==> config.mk <==
export PLATFORM = sky130hd
export DESIGN_NAME = console_line_editor_history
export DESIGN_NICKNAME = d
export VERILOG_FILES = /design/src/rtl/clh_pkg.sv /design/src/rtl/clh_front.sv /design/src/rtl/clh_cmd_q.sv /design/src/rtl/clh_back.sv /design/src/rtl/console_line_editor_history.sv
export SDC_FILE = /design/constraint.sdc
export NUM_CORES = 2
export LEC_CHECK = 0
export ABC_AREA = 1
export BUFFER_PORTS_ARGS = -buffer_cell sky130_fd_sc_hd__buf_2
export CAP_MARGIN = 20
export CORE_MARGIN = 2
export CORE_UTILIZATION = 45
export DETAILED_ROUTE_END_ITERATION = 8
export PLACE_DENSITY = 0.7
export SETUP_SLACK_MARGIN = 0.02
export SLEW_MARGIN = 20
export SYNTH_ARGS = -nofsm -noshare
export SYNTH_HDL_FRONTEND = slang
export SYNTH_SLANG_ARGS = --single-unit
==> constraint.sdc <==
create_clock -name clk -period 24.8 [get_ports clk]
set_input_delay 3.72 -clock clk [delete_from_list [all_inputs] [get_ports clk]]
set_output_delay 3.72 -clock clk [all_outputs]
set_load 0.01 [all_outputs]
==> src/rtl/clh_pkg.sv <==
// shared types and constants for the console line editor
// no dependencies
`timescale 1ns / 1ps

package clh_pkg;

    localparam int LINE_LEN_DEF      = 32;
    localparam int HISTORY_LINES_DEF = 8;
    localparam int Q_DEPTH           = 2;

    // console byte codes
    localparam logic [7:0] B_ESC   = 8'h1b;
    localparam logic [7:0] B_LBRK  = 8'h5b;
    localparam logic [7:0] B_UP    = 8'h41;
    localparam logic [7:0] B_DOWN  = 8'h42;
    localparam logic [7:0] B_RIGHT = 8'h43;
    localparam logic [7:0] B_LEFT  = 8'h44;
    localparam logic [7:0] B_DEL   = 8'h7f;
    localparam logic [7:0] B_BS    = 8'h08;
    localparam logic [7:0] B_CR    = 8'h0d;
    localparam logic [7:0] B_LF    = 8'h0a;

    // escape phases
    localparam logic [1:0] PH_NORMAL = 2'd0;
    localparam logic [1:0] PH_ESC    = 2'd1;
    localparam logic [1:0] PH_CSI    = 2'd2;

    // editor commands
    localparam logic [2:0] OP_TYPE  = 3'd0;
    localparam logic [2:0] OP_BS    = 3'd1;
    localparam logic [2:0] OP_TERM  = 3'd2;
    localparam logic [2:0] OP_UP    = 3'd3;
    localparam logic [2:0] OP_DOWN  = 3'd4;
    localparam logic [2:0] OP_RIGHT = 3'd5;
    localparam logic [2:0] OP_LEFT  = 3'd6;

    typedef struct packed {
        logic [2:0] op;
        logic [7:0] data;
    } cmd_t;

    typedef struct packed {
        logic full;
        logic empty;
    } q_status_t;

endpackage

==> src/rtl/clh_front.sv <==
// front end: escape sequence parser and byte classifier
// depends on clh_pkg
`timescale 1ns / 1ps

module clh_front (
    input  logic             clk,
    input  logic             rst_n,
    input  logic             in_valid,
    output logic             in_stall,
    input  logic [7:0]       rx_byte,
    input  clh_pkg::q_status_t qs,
    output logic             push,
    output clh_pkg::cmd_t    push_cmd
);

    logic [1:0] esc_reg;
    logic [1:0] esc_next;
    logic       accept;
    logic       has_cmd;
    logic [2:0] op;
    logic [2:0] plain_op;

    assign in_stall = qs.full;
    assign accept   = in_valid && !qs.full;

    always_comb
    begin
        if (rx_byte == clh_pkg::B_CR || rx_byte == clh_pkg::B_LF)
            plain_op = clh_pkg::OP_TERM;
        else if (rx_byte == clh_pkg::B_DEL || rx_byte == clh_pkg::B_BS)
            plain_op = clh_pkg::OP_BS;
        else
            plain_op = clh_pkg::OP_TYPE;
    end

    always_comb
    begin
        esc_next = esc_reg;
        has_cmd  = 1'b0;
        op       = plain_op;
        if (rx_byte == 8'd0)
        begin
            has_cmd = 1'b0;
        end
        else if (rx_byte == clh_pkg::B_ESC)
        begin
            esc_next = clh_pkg::PH_ESC;
        end
        else
        begin
            esc_next = clh_pkg::PH_NORMAL;
            unique case (esc_reg)
                clh_pkg::PH_ESC:
                begin
                    if (rx_byte == clh_pkg::B_LBRK)
                        esc_next = clh_pkg::PH_CSI;
                    else
                        has_cmd = 1'b1;
                end
                clh_pkg::PH_CSI:
                begin
                    has_cmd = 1'b1;
                    if (rx_byte == clh_pkg::B_UP)
                        op = clh_pkg::OP_UP;
                    else if (rx_byte == clh_pkg::B_DOWN)
                        op = clh_pkg::OP_DOWN;
                    else if (rx_byte == clh_pkg::B_RIGHT)
                        op = clh_pkg::OP_RIGHT;
                    else if (rx_byte == clh_pkg::B_LEFT)
                        op = clh_pkg::OP_LEFT;
                    else
                        has_cmd = 1'b0;  // unknown final byte is swallowed
                end
                default:
                begin
                    has_cmd = 1'b1;
                end
            endcase
        end
    end

    assign push          = accept && has_cmd;
    assign push_cmd.op   = op;
    assign push_cmd.data = rx_byte;

    always_ff @(posedge clk or negedge rst_n)
    begin
        if (!rst_n)
            esc_reg <= clh_pkg::PH_NORMAL;
        else if (accept)
            esc_reg <= esc_next;
    end

endmodule

==> src/rtl/clh_cmd_q.sv <==
// short command queue between the parser and the editor engine
// depends on clh_pkg
`timescale 1ns / 1ps

module clh_cmd_q (
    input  logic               clk,
    input  logic               rst_n,
    input  logic               push,
    input  clh_pkg::cmd_t      push_cmd,
    input  logic               pop,
    output clh_pkg::cmd_t      head,
    output clh_pkg::q_status_t qs
);

    localparam int PW = (clh_pkg::Q_DEPTH > 1) ? $clog2(clh_pkg::Q_DEPTH) : 1;
    localparam int CNTW = $clog2(clh_pkg::Q_DEPTH + 1);

    clh_pkg::cmd_t  q_reg [clh_pkg::Q_DEPTH];
    logic [PW-1:0]  wp_reg;
    logic [PW-1:0]  rp_reg;
    logic [CNTW-1:0] cnt_reg;
    logic           do_push;
    logic           do_pop;

    assign qs.full  = (cnt_reg == CNTW'(clh_pkg::Q_DEPTH));
    assign qs.empty = (cnt_reg == '0);
    assign do_push  = push && !qs.full;
    assign do_pop   = pop && !qs.empty;
    assign head     = q_reg[rp_reg];

    always_ff @(posedge clk)
    begin
        if (do_push)
            q_reg[wp_reg] <= push_cmd;
    end

    always_ff @(posedge clk or negedge rst_n)
    begin
        if (!rst_n)
        begin
            wp_reg  <= '0;
            rp_reg  <= '0;
            cnt_reg <= '0;
        end
        else
        begin
            if (do_push)
                wp_reg <= (wp_reg == PW'(clh_pkg::Q_DEPTH - 1)) ? '0 : wp_reg + 1'b1;
            if (do_pop)
                rp_reg <= (rp_reg == PW'(clh_pkg::Q_DEPTH - 1)) ? '0 : rp_reg + 1'b1;
            if (do_push && !do_pop)
                cnt_reg <= cnt_reg + 1'b1;
            else if (do_pop && !do_push)
                cnt_reg <= cnt_reg - 1'b1;
        end
    end

endmodule

==> src/rtl/clh_back.sv <==
// editor engine: line buffer, history store, commit and emit sequencer
// depends on clh_pkg
`timescale 1ns / 1ps

module clh_back #(
    parameter int LINE_LEN      = clh_pkg::LINE_LEN_DEF,
    parameter int HISTORY_LINES = clh_pkg::HISTORY_LINES_DEF
) (
    input  logic               clk,
    input  logic               rst_n,
    input  clh_pkg::cmd_t      cmd,
    input  clh_pkg::q_status_t qs,
    output logic               pop,
    output logic               out_valid,
    input  logic               out_stall,
    output logic [7:0]         line_byte,
    output logic               line_last
);

    localparam int CW   = $clog2(LINE_LEN);
    localparam int HCW  = $clog2(HISTORY_LINES + 1);
    localparam int HIW  = (HISTORY_LINES > 1) ? $clog2(HISTORY_LINES) : 1;
    localparam int AW   = $clog2(HISTORY_LINES * LINE_LEN);

    localparam logic [2:0] S_IDLE  = 3'd0;
    localparam logic [2:0] S_COPY  = 3'd1;
    localparam logic [2:0] S_CHECK = 3'd2;
    localparam logic [2:0] S_STORE = 3'd3;
    localparam logic [2:0] S_E_RD  = 3'd4;
    localparam logic [2:0] S_E_LD  = 3'd5;
    localparam logic [2:0] S_E_OUT = 3'd6;

    logic [2:0]          state_reg, state_next;
    logic [CW-1:0]       cursor_reg, cursor_next;
    logic [CW-1:0]       len_reg, len_next;
    logic [HCW-1:0]      hcount_reg, hcount_next;
    logic [HCW-1:0]      hcur_reg, hcur_next;
    logic [HIW-1:0]      base_reg, base_next;
    logic [HIW-1:0]      row_reg, row_next;
    logic [CW:0]         w_reg, w_next;
    logic                p_vld_reg, p_vld_next;
    logic [CW-1:0]       p_idx_reg, p_idx_next;
    logic                found_reg, found_next;
    logic [CW-1:0]       flen_reg, flen_next;
    logic                ok_reg, ok_next;
    logic                dup_reg, dup_next;
    logic [7:0]          term_reg, term_next;
    logic [CW-1:0]       e_reg, e_next;
    logic                out_valid_reg, out_valid_next;
    logic [7:0]          out_byte_reg, out_byte_next;
    logic                out_last_reg, out_last_next;
    logic [LINE_LEN-1:0] bv_reg, bv_next;

    logic [7:0]          buf_mem [LINE_LEN];
    logic [7:0]          hist_mem [HISTORY_LINES * LINE_LEN];
    logic [7:0]          bufq_reg;
    logic                bvq_reg;
    logic [7:0]          histq_reg;
    logic [7:0]          buf_rdata;

    logic                buf_we;
    logic [CW-1:0]       buf_waddr;
    logic [7:0]          buf_wdata;
    logic [CW-1:0]       buf_raddr;
    logic                hist_we;
    logic [AW-1:0]       hist_waddr;
    logic [7:0]          hist_wdata;
    logic [AW-1:0]       hist_raddr;

    logic                issue;
    logic                walk_end;
    logic                full;
    logic [HCW-1:0]      down_sel;
    logic                ok_fin;
    logic                dup_fin;
    logic [7:0]          want;

    // logical history index to physical row of the circular store
    function automatic logic [HIW-1:0] phys(input logic [HIW-1:0] b,
                                            input logic [HIW-1:0] i);
        logic [HIW:0] s;
        begin
            s = {1'b0, b} + {1'b0, i};
            if (s >= (HIW + 1)'(HISTORY_LINES))
                s = s - (HIW + 1)'(HISTORY_LINES);
            return s[HIW-1:0];
        end
    endfunction

    function automatic logic [AW-1:0] haddr(input logic [HIW-1:0] r,
                                            input logic [CW-1:0] c);
        begin
            return AW'(r) * AW'(LINE_LEN) + AW'(c);
        end
    endfunction

    assign buf_rdata = bvq_reg ? bufq_reg : 8'd0;
    assign issue     = (w_reg < (CW + 1)'(LINE_LEN));
    assign walk_end  = p_vld_reg && (p_idx_reg == CW'(LINE_LEN - 1));
    assign full      = (hcount_reg == HCW'(HISTORY_LINES));
    assign down_sel  = ((HCW + 1)'(hcur_reg) + 1'b1 < (HCW + 1)'(hcount_reg)) ?
                       hcur_reg + 1'b1 : hcount_reg - 1'b1;
    assign want      = (p_idx_reg < cursor_reg) ? buf_rdata : 8'd0;

    always_comb
    begin
        ok_fin  = ok_reg;
        dup_fin = dup_reg;
        if (p_vld_reg)
        begin
            if (p_idx_reg < cursor_reg)
            begin
                if (buf_rdata == 8'd0)
                    ok_fin = 1'b0;
            end
            else if (p_idx_reg == cursor_reg)
            begin
                if (buf_rdata != 8'd0)
                    ok_fin = 1'b0;
            end
            if (histq_reg != want)
                dup_fin = 1'b0;
        end
    end

    always_comb
    begin
        state_next     = state_reg;
        cursor_next    = cursor_reg;
        len_next       = len_reg;
        hcount_next    = hcount_reg;
        hcur_next      = hcur_reg;
        base_next      = base_reg;
        row_next       = row_reg;
        w_next         = w_reg;
        p_vld_next     = 1'b0;
        p_idx_next     = w_reg[CW-1:0];
        found_next     = found_reg;
        flen_next      = flen_reg;
        ok_next        = ok_reg;
        dup_next       = dup_reg;
        term_next      = term_reg;
        e_next         = e_reg;
        out_valid_next = out_valid_reg;
        out_byte_next  = out_byte_reg;
        out_last_next  = out_last_reg;
        bv_next        = bv_reg;
        pop            = 1'b0;
        buf_we         = 1'b0;
        buf_waddr      = cursor_reg;
        buf_wdata      = cmd.data;
        buf_raddr      = w_reg[CW-1:0];
        hist_we        = 1'b0;
        hist_waddr     = haddr(row_reg, p_idx_reg);
        hist_wdata     = want;
        hist_raddr     = haddr(row_reg, w_reg[CW-1:0]);

        unique case (state_reg)
            S_IDLE:
            begin
                if (!qs.empty)
                begin
                    pop = 1'b1;
                    w_next     = '0;
                    found_next = 1'b0;
                    unique case (cmd.op)
                        clh_pkg::OP_TYPE:
                        begin
                            if (cursor_reg < CW'(LINE_LEN - 1))
                            begin
                                buf_we              = 1'b1;
                                bv_next[cursor_reg] = 1'b1;
                                cursor_next         = cursor_reg + 1'b1;
                                len_next            = cursor_reg + 1'b1;
                            end
                            else
                            begin
                                cursor_next = '0;
                                len_next    = '0;
                            end
                        end
                        clh_pkg::OP_BS:
                        begin
                            // an invalid entry reads as zero, so clearing the bit deletes
                            if (cursor_reg != '0)
                            begin
                                bv_next[cursor_reg - 1'b1] = 1'b0;
                                cursor_next = cursor_reg - 1'b1;
                                len_next    = cursor_reg - 1'b1;
                            end
                        end
                        clh_pkg::OP_RIGHT:
                        begin
                            if (cursor_reg < len_reg)
                                cursor_next = cursor_reg + 1'b1;
                        end
                        clh_pkg::OP_LEFT:
                        begin
                            if (cursor_reg != '0)
                                cursor_next = cursor_reg - 1'b1;
                        end
                        clh_pkg::OP_UP:
                        begin
                            if (hcur_reg != '0)
                            begin
                                hcur_next  = hcur_reg - 1'b1;
                                row_next   = phys(base_reg, HIW'(hcur_reg - 1'b1));
                                state_next = S_COPY;
                            end
                        end
                        clh_pkg::OP_DOWN:
                        begin
                            if (hcount_reg != '0)
                            begin
                                hcur_next  = down_sel;
                                row_next   = phys(base_reg, HIW'(down_sel));
                                state_next = S_COPY;
                            end
                        end
                        clh_pkg::OP_TERM:
                        begin
                            term_next = cmd.data;
                            if (cursor_reg == '0)
                            begin
                                bv_next     = '0;
                                cursor_next = '0;
                                len_next    = '0;
                            end
                            else
                            begin
                                row_next   = phys(base_reg, HIW'(hcount_reg - 1'b1));
                                ok_next    = 1'b1;
                                dup_next   = (hcount_reg != '0);
                                state_next = S_CHECK;
                            end
                        end
                        default:
                        begin
                            pop = 1'b1;
                        end
                    endcase
                end
            end
            S_COPY:
            begin
                if (issue)
                begin
                    w_next     = w_reg + 1'b1;
                    p_vld_next = 1'b1;
                end
                if (p_vld_reg)
                begin
                    buf_we             = 1'b1;
                    buf_waddr          = p_idx_reg;
                    buf_wdata          = histq_reg;
                    bv_next[p_idx_reg] = 1'b1;
                    if (!found_reg && histq_reg == 8'd0)
                    begin
                        found_next = 1'b1;
                        flen_next  = p_idx_reg;
                    end
                end
                if (walk_end)
                begin
                    cursor_next = found_reg ? flen_reg : p_idx_reg;
                    len_next    = found_reg ? flen_reg : p_idx_reg;
                    state_next  = S_IDLE;
                end
            end
            S_CHECK:
            begin
                if (issue)
                begin
                    w_next     = w_reg + 1'b1;
                    p_vld_next = 1'b1;
                end
                ok_next  = ok_fin;
                dup_next = dup_fin;
                if (walk_end)
                begin
                    w_next = '0;
                    e_next = '0;
                    if (!ok_fin)
                    begin
                        bv_next     = '0;
                        cursor_next = '0;
                        len_next    = '0;
                        state_next  = S_IDLE;
                    end
                    else if (dup_fin)
                    begin
                        hcur_next  = hcount_reg;
                        state_next = S_E_RD;
                    end
                    else
                    begin
                        row_next   = full ? base_reg : phys(base_reg, HIW'(hcount_reg));
                        state_next = S_STORE;
                    end
                end
            end
            S_STORE:
            begin
                if (issue)
                begin
                    w_next     = w_reg + 1'b1;
                    p_vld_next = 1'b1;
                end
                if (p_vld_reg)
                    hist_we = 1'b1;
                if (walk_end)
                begin
                    if (full)
                    begin
                        base_next = phys(base_reg, HIW'(1));
                        hcur_next = hcount_reg;
                    end
                    else
                    begin
                        hcount_next = hcount_reg + 1'b1;
                        hcur_next   = hcount_reg + 1'b1;
                    end
                    e_next     = '0;
                    state_next = S_E_RD;
                end
            end
            S_E_RD:
            begin
                buf_raddr = e_reg;
                if (e_reg < cursor_reg)
                begin
                    state_next = S_E_LD;
                end
                else
                begin
                    out_byte_next  = term_reg;
                    out_last_next  = 1'b1;
                    out_valid_next = 1'b1;
                    state_next     = S_E_OUT;
                end
            end
            S_E_LD:
            begin
                out_byte_next  = buf_rdata;
                out_last_next  = 1'b0;
                out_valid_next = 1'b1;
                state_next     = S_E_OUT;
            end
            S_E_OUT:
            begin
                if (!out_stall)
                begin
                    out_valid_next = 1'b0;
                    if (out_last_reg)
                    begin
                        bv_next     = '0;
                        cursor_next = '0;
                        len_next    = '0;
                        state_next  = S_IDLE;
                    end
                    else
                    begin
                        e_next     = e_reg + 1'b1;
                        state_next = S_E_RD;
                    end
                end
            end
            default:
            begin
                state_next = S_IDLE;
            end
        endcase
    end

    always_ff @(posedge clk)
    begin
        if (buf_we)
            buf_mem[buf_waddr] <= buf_wdata;
        bufq_reg <= buf_mem[buf_raddr];
        bvq_reg  <= bv_reg[buf_raddr];
    end

    always_ff @(posedge clk)
    begin
        if (hist_we)
            hist_mem[hist_waddr] <= hist_wdata;
        histq_reg <= hist_mem[hist_raddr];
    end

    always_ff @(posedge clk or negedge rst_n)
    begin
        if (!rst_n)
        begin
            state_reg     <= S_IDLE;
            cursor_reg    <= '0;
            len_reg       <= '0;
            hcount_reg    <= '0;
            hcur_reg      <= '0;
            base_reg      <= '0;
            w_reg         <= '0;
            p_vld_reg     <= 1'b0;
            found_reg     <= 1'b0;
            ok_reg        <= 1'b0;
            dup_reg       <= 1'b0;
            e_reg         <= '0;
            out_valid_reg <= 1'b0;
            out_last_reg  <= 1'b0;
            bv_reg        <= '0;
        end
        else
        begin
            state_reg     <= state_next;
            cursor_reg    <= cursor_next;
            len_reg       <= len_next;
            hcount_reg    <= hcount_next;
            hcur_reg      <= hcur_next;
            base_reg      <= base_next;
            w_reg         <= w_next;
            p_vld_reg     <= p_vld_next;
            found_reg     <= found_next;
            ok_reg        <= ok_next;
            dup_reg       <= dup_next;
            e_reg         <= e_next;
            out_valid_reg <= out_valid_next;
            out_last_reg  <= out_last_next;
            bv_reg        <= bv_next;
        end
    end

    always_ff @(posedge clk)
    begin
        row_reg      <= row_next;
        p_idx_reg    <= p_idx_next;
        flen_reg     <= flen_next;
        term_reg     <= term_next;
        out_byte_reg <= out_byte_next;
    end

    assign out_valid = out_valid_reg;
    assign line_byte = out_byte_reg;
    assign line_last = out_last_reg;

`ifndef SYNTH
    a_cursor_range: assert property (@(posedge clk) disable iff (!rst_n)
        cursor_reg <= CW'(LINE_LEN - 1))
        else $error("cursor beyond last usable column");
    a_out_in_emit: assert property (@(posedge clk) disable iff (!rst_n)
        out_valid_reg |-> state_reg == S_E_OUT)
        else $error("result shown outside emit");
    a_hist_order: assert property (@(posedge clk) disable iff (!rst_n)
        hcur_reg <= hcount_reg && hcount_reg <= HCW'(HISTORY_LINES))
        else $error("history cursor or count out of range");
    a_clear_after_line: assert property (@(posedge clk) disable iff (!rst_n)
        (state_reg == S_E_OUT && !out_stall && out_last_reg)
        |=> (cursor_reg == '0 && bv_reg == '0 && state_reg == S_IDLE))
        else $error("buffer not cleared after terminator");
`endif

endmodule

==> src/rtl/console_line_editor_history.sv <==
// top level of the console line editor with command history
// depends on clh_pkg, clh_front, clh_cmd_q, clh_back
`timescale 1ns / 1ps

// console line editor: one received byte per accepted request on rx_byte.
// the front parses ESC [ A/B/C/D and classifies bytes into commands, which
// go through a two-entry queue to the editor engine, so bytes keep being
// taken while a commit is emitting, until the queue is full. typing,
// backspace and cursor moves are done in the idle state as the command is
// popped. a history recall walks one stored line through the history memory
// read port into the line buffer. a commit (CR or LF) walks the line buffer
// and the newest history entry for the check, writes the new entry unless it
// repeats the newest one, then emits the line byte by byte (read, load,
// output) and then the terminator, each held until taken on line_byte /
// line_last. each walk is serial, set by the single read port of the line
// buffer and of the history memory. history is a circular store, so dropping
// the oldest line moves a base pointer only. no clearing pass is needed after
// reset.

module console_line_editor_history #(
    parameter int LINE_LEN      = clh_pkg::LINE_LEN_DEF,
    parameter int HISTORY_LINES = clh_pkg::HISTORY_LINES_DEF
) (
    input  logic       clk,
    input  logic       rst_n,
    // received console bytes
    input  logic       in_valid,
    output logic       in_stall,
    input  logic [7:0] rx_byte,
    // committed line bytes, terminator flagged by line_last
    output logic       out_valid,
    input  logic       out_stall,
    output logic [7:0] line_byte,
    output logic       line_last
);

    clh_pkg::q_status_t qs;
    clh_pkg::cmd_t      push_cmd;
    clh_pkg::cmd_t      head;
    logic               push;
    logic               pop;

    // parser and classifier
    clh_front u_front (
        .clk      (clk),
        .rst_n    (rst_n),
        .in_valid (in_valid),
        .in_stall (in_stall),
        .rx_byte  (rx_byte),
        .qs       (qs),
        .push     (push),
        .push_cmd (push_cmd)
    );

    // decoupling queue
    clh_cmd_q u_q (
        .clk      (clk),
        .rst_n    (rst_n),
        .push     (push),
        .push_cmd (push_cmd),
        .pop      (pop),
        .head     (head),
        .qs       (qs)
    );

    // editor engine with line buffer and history store
    clh_back #(
        .LINE_LEN      (LINE_LEN),
        .HISTORY_LINES (HISTORY_LINES)
    ) u_back (
        .clk       (clk),
        .rst_n     (rst_n),
        .cmd       (head),
        .qs        (qs),
        .pop       (pop),
        .out_valid (out_valid),
        .out_stall (out_stall),
        .line_byte (line_byte),
        .line_last (line_last)
    );

endmodule
==> results.cfg <==
[critical_path]
crit_start = u_back.w_reg[0]
cp_common_cell = nand3_1
path_max_fanout = 166
crit_path_end_kind = flip-flop
critPathKind = flip-flop to flip-flop
reg2reg_slack_ns = 19.01
arrival_ns = 6.61
cp_slowest_cell = buf_4
cp.required_ns = 25.62
worst_path_largest_cell_delay_ns = 0.89
timing.rr.start = u_back.w_reg[0]
critPathLaunchType = flip-flop
ff2ff_path_depth = 14
path_cells = inv_8 -> buf_4 -> buf_4 -> buf_4 -> o21ai_0 -> o22ai_1 -> nand2_1 -> nand3_1 -> nand3_1 -> nand3_1 -> nand3_1 -> nand2_1 -> inv_1 -> nand2_1
crit_end = u_back.histq_reg[1]
r2r-end = u_back.histq_reg[1]

[timing]
finalHoldViolCount = 0
tns_ns = 0
finClkSkew_ns = 0.0655
post-route-period-util = 0.233
timing.final.ws_setup_ns = 19.01
max_freq_mhz = 173
fin_crit_ns = 5.79
worst_pin_slew_ns = 1.12
setup_violations = 0
maxSlewViolCount = 0
rsz0062_at_grt = no
slew-limit-headroom = 0.251

[cells_and_area]
final_nets = 8377
fin_area_um2 = 111000
fin_util = 0.495
area_delta_synth_final_pct = 9.79
largest_register_ffs = 2048
drive_gt1_frac = 0.0599

[yosys]
synth_edf_count = 2350
synth_area_leader_cell = edfxtp_1
yosysSeqAreaShare = 0.721
synthMostInstantiatedCell = edfxtp_1
netlist_instances = 8557
ys_types = 48
ys_warn_count = 0
syn-num-nets = 8608
synth_top_cells_by_count = 2350 x edfxtp_1, 1566 x nor2_1, 1311 x o21ai_0, 967 x nand2_1, 580 x nand3_1
yosys-top-cells-area = edfxtp_1 70%, o21ai_0 6.5%, nor2_1 5.8%, nand2_1 3.6%, o22ai_1 3.4%
synth-seq-cells = 2451
synth_area_per_cell_um2 = 11.8
synth_area_um2 = 101000
async_flop_share = 0.0322
synth_top_area_frac = 0.698
ys.flop_type = edfxtp_1

[cts]
cts_tree = done
cts_setup_buffers = 0
clock_latency_ns = 0.91
cts-buffers-inserted = 231
cts_hold_buffers = 0
cts-root-buf = clkbuf_16
ctsLongestPathBuffers = 3
cts_sinks = 2451
clk_pin_slew_ns = 0.06
htree_levels = 4
cts_resized = 0

[place]
preCtsSetupSlack_ns = 18.77
numPortBuffers = 22
placed_area_um2 = 104000
dp_hpwl_um = 147000
gp_congestion = 0.902

[drt]
first_pass_iters = 6
drt-total-wl_um = 270000
num_vias = 69049
via_per_inst = 5.99
drt-initial-drc-count = 9141
drc = 0
wl_per_cell_um = 23.4
ant_nets = 0

[global_routing]
grtUsageMet3 = 0.0427
antenna_found_initial = 4
first_global_vias = 66019
top_usage_layer = met2
met1_usage = 0.308
grt_max_degree = 232
use_met2 = 0.369
grt_first_pass_wirelength_um = 404000
grt.total_usage = 0.229
grt_overflow = 0

[worst_hold_path]
holdPathStages = 1
worstHoldPathType = flip-flop to flip-flop

[floorplan]
num_io_pins = 23
start_util = 0.451
std_cell_rows = 174
die_w_um = 478
dieArea_um2 = 229000
core_area_um2 = 224000
die_h_um = 478

[status]
status = finished, final reports clean

[power]
ir_drop_mv = 0.115
total_power_mw = 13.5
leakagePower_nw = 36.8
powerDensity_nw_per_um2 = 122

[run]
max-cap-violations = 0
## cell type report
| class | instances | area, um2 |
|---|---|---|
| diodes | 6 | 15.0 |
| clock buffers | 301 | 6120 |
| clock inverters | 133 | 1370 |
| fillers | 19170 | 113000 |
| inverters | 216 | 888 |
| multi-input cells | 5311 | 25000 |
| flip-flops and latches | 2451 | 73000 |
| well taps | 2992 | 3740 |
| repair buffers | 115 | 901 |
## kinds of logic (layout without fill, tap and decap cells)
family | count (synthesis) | count (layout) | share of synthesized area
xor gates and xnor gates | 19 | 19 | 0.00164
buffers and inverters | 795 | 765 | 0.0324
other | 0 | 6 | 0
DFF | 2451 | 2451 | 0.721
and+or+nand+nor | 3180 | 3180 | 0.127
adders and majority gates | 39 | 39 | 0.00497
AOI/OAI and AO/OA | 2073 | 2073 | 0.113
## through the flow
step           cells  hold slack, ns
6_report       11525           0.469
5_1_grt        11520           0.475
4_1_cts        11518           0.467
3_5_place_dp   11084           0.457
3_3_place_gp   11084           0.451
2_1_floorplan   8557           0.345
## where the power goes
group	total [mW]	leakage, nW	switching [mW]	internal, mW
sequential	5.49	22.8	0.145	5.35
clock	3.47	3.60	1.55	1.92
combinational	4.57	10.4	3.51	1.06
## worst max-delay path, delay by kind of cell, from the launching register on
kind,cells,cell delay [ns]
DFF,1,0.80
AOI/OAI and AO/OA,2,0.35
and+or+nand+nor,7,1.06
buffers and inverters,5,3.34
## metal layers
layer | vias to the layer above | wire [um]
li1 | 30583 | -
met1 | 33992 | 105000
met2 | 3911 | 128000
met3 | 561 | 26600
met4 | 2 | 9950
met5 | - | 15
## placed cells by master (no fill, tap or decap), types with 8 or more instances in the layout
cell type,synthesis,routed
buf_4,20,86
clkinv_16,0,12
nor2_2,7,8
o22ai_1,550,550
buf_2,147,21
xor2_1,13,13
nand3_1,580,568
clkbuf_16,0,231
bufinv_16,0,16
clkinv_2,0,32
inv_8,0,11
nand2_1,967,962
a31oi_1,10,10
dfxtp_1,22,22
nand3_2,0,12
o211ai_1,32,32
nor2_1,1566,1564
ha_1,37,37
clkinvlp_4,0,9
nand2_2,5,10
o21ai_0,1311,1304
edfxtp_1,2350,2350
nand4_1,24,24
clkinv_1,7,66
o221ai_1,31,31
nor3_1,17,16
inv_2,12,10
a21oi_1,82,82
inv_1,197,187
o21ai_1,28,27
dfrtp_1,79,74
o21ai_2,1,8
clkbuf_1,384,62
clkbuf_8,0,8
## worst min path at each step
stage                          from  slack (ns)                  end
floorplan           u_back.w_reg[2]        0.35  u_back.p_idx_reg[2]
global placement    u_back.w_reg[5]        0.45     u_back.p_vld_reg
detailed placement  u_back.w_reg[5]        0.46     u_back.p_vld_reg
CTS                 u_back.w_reg[5]        0.47     u_back.p_vld_reg
global route        u_back.w_reg[5]        0.48     u_back.p_vld_reg
finish              u_back.w_reg[5]        0.47     u_back.p_vld_reg
(Power assumes the default switching activity.)
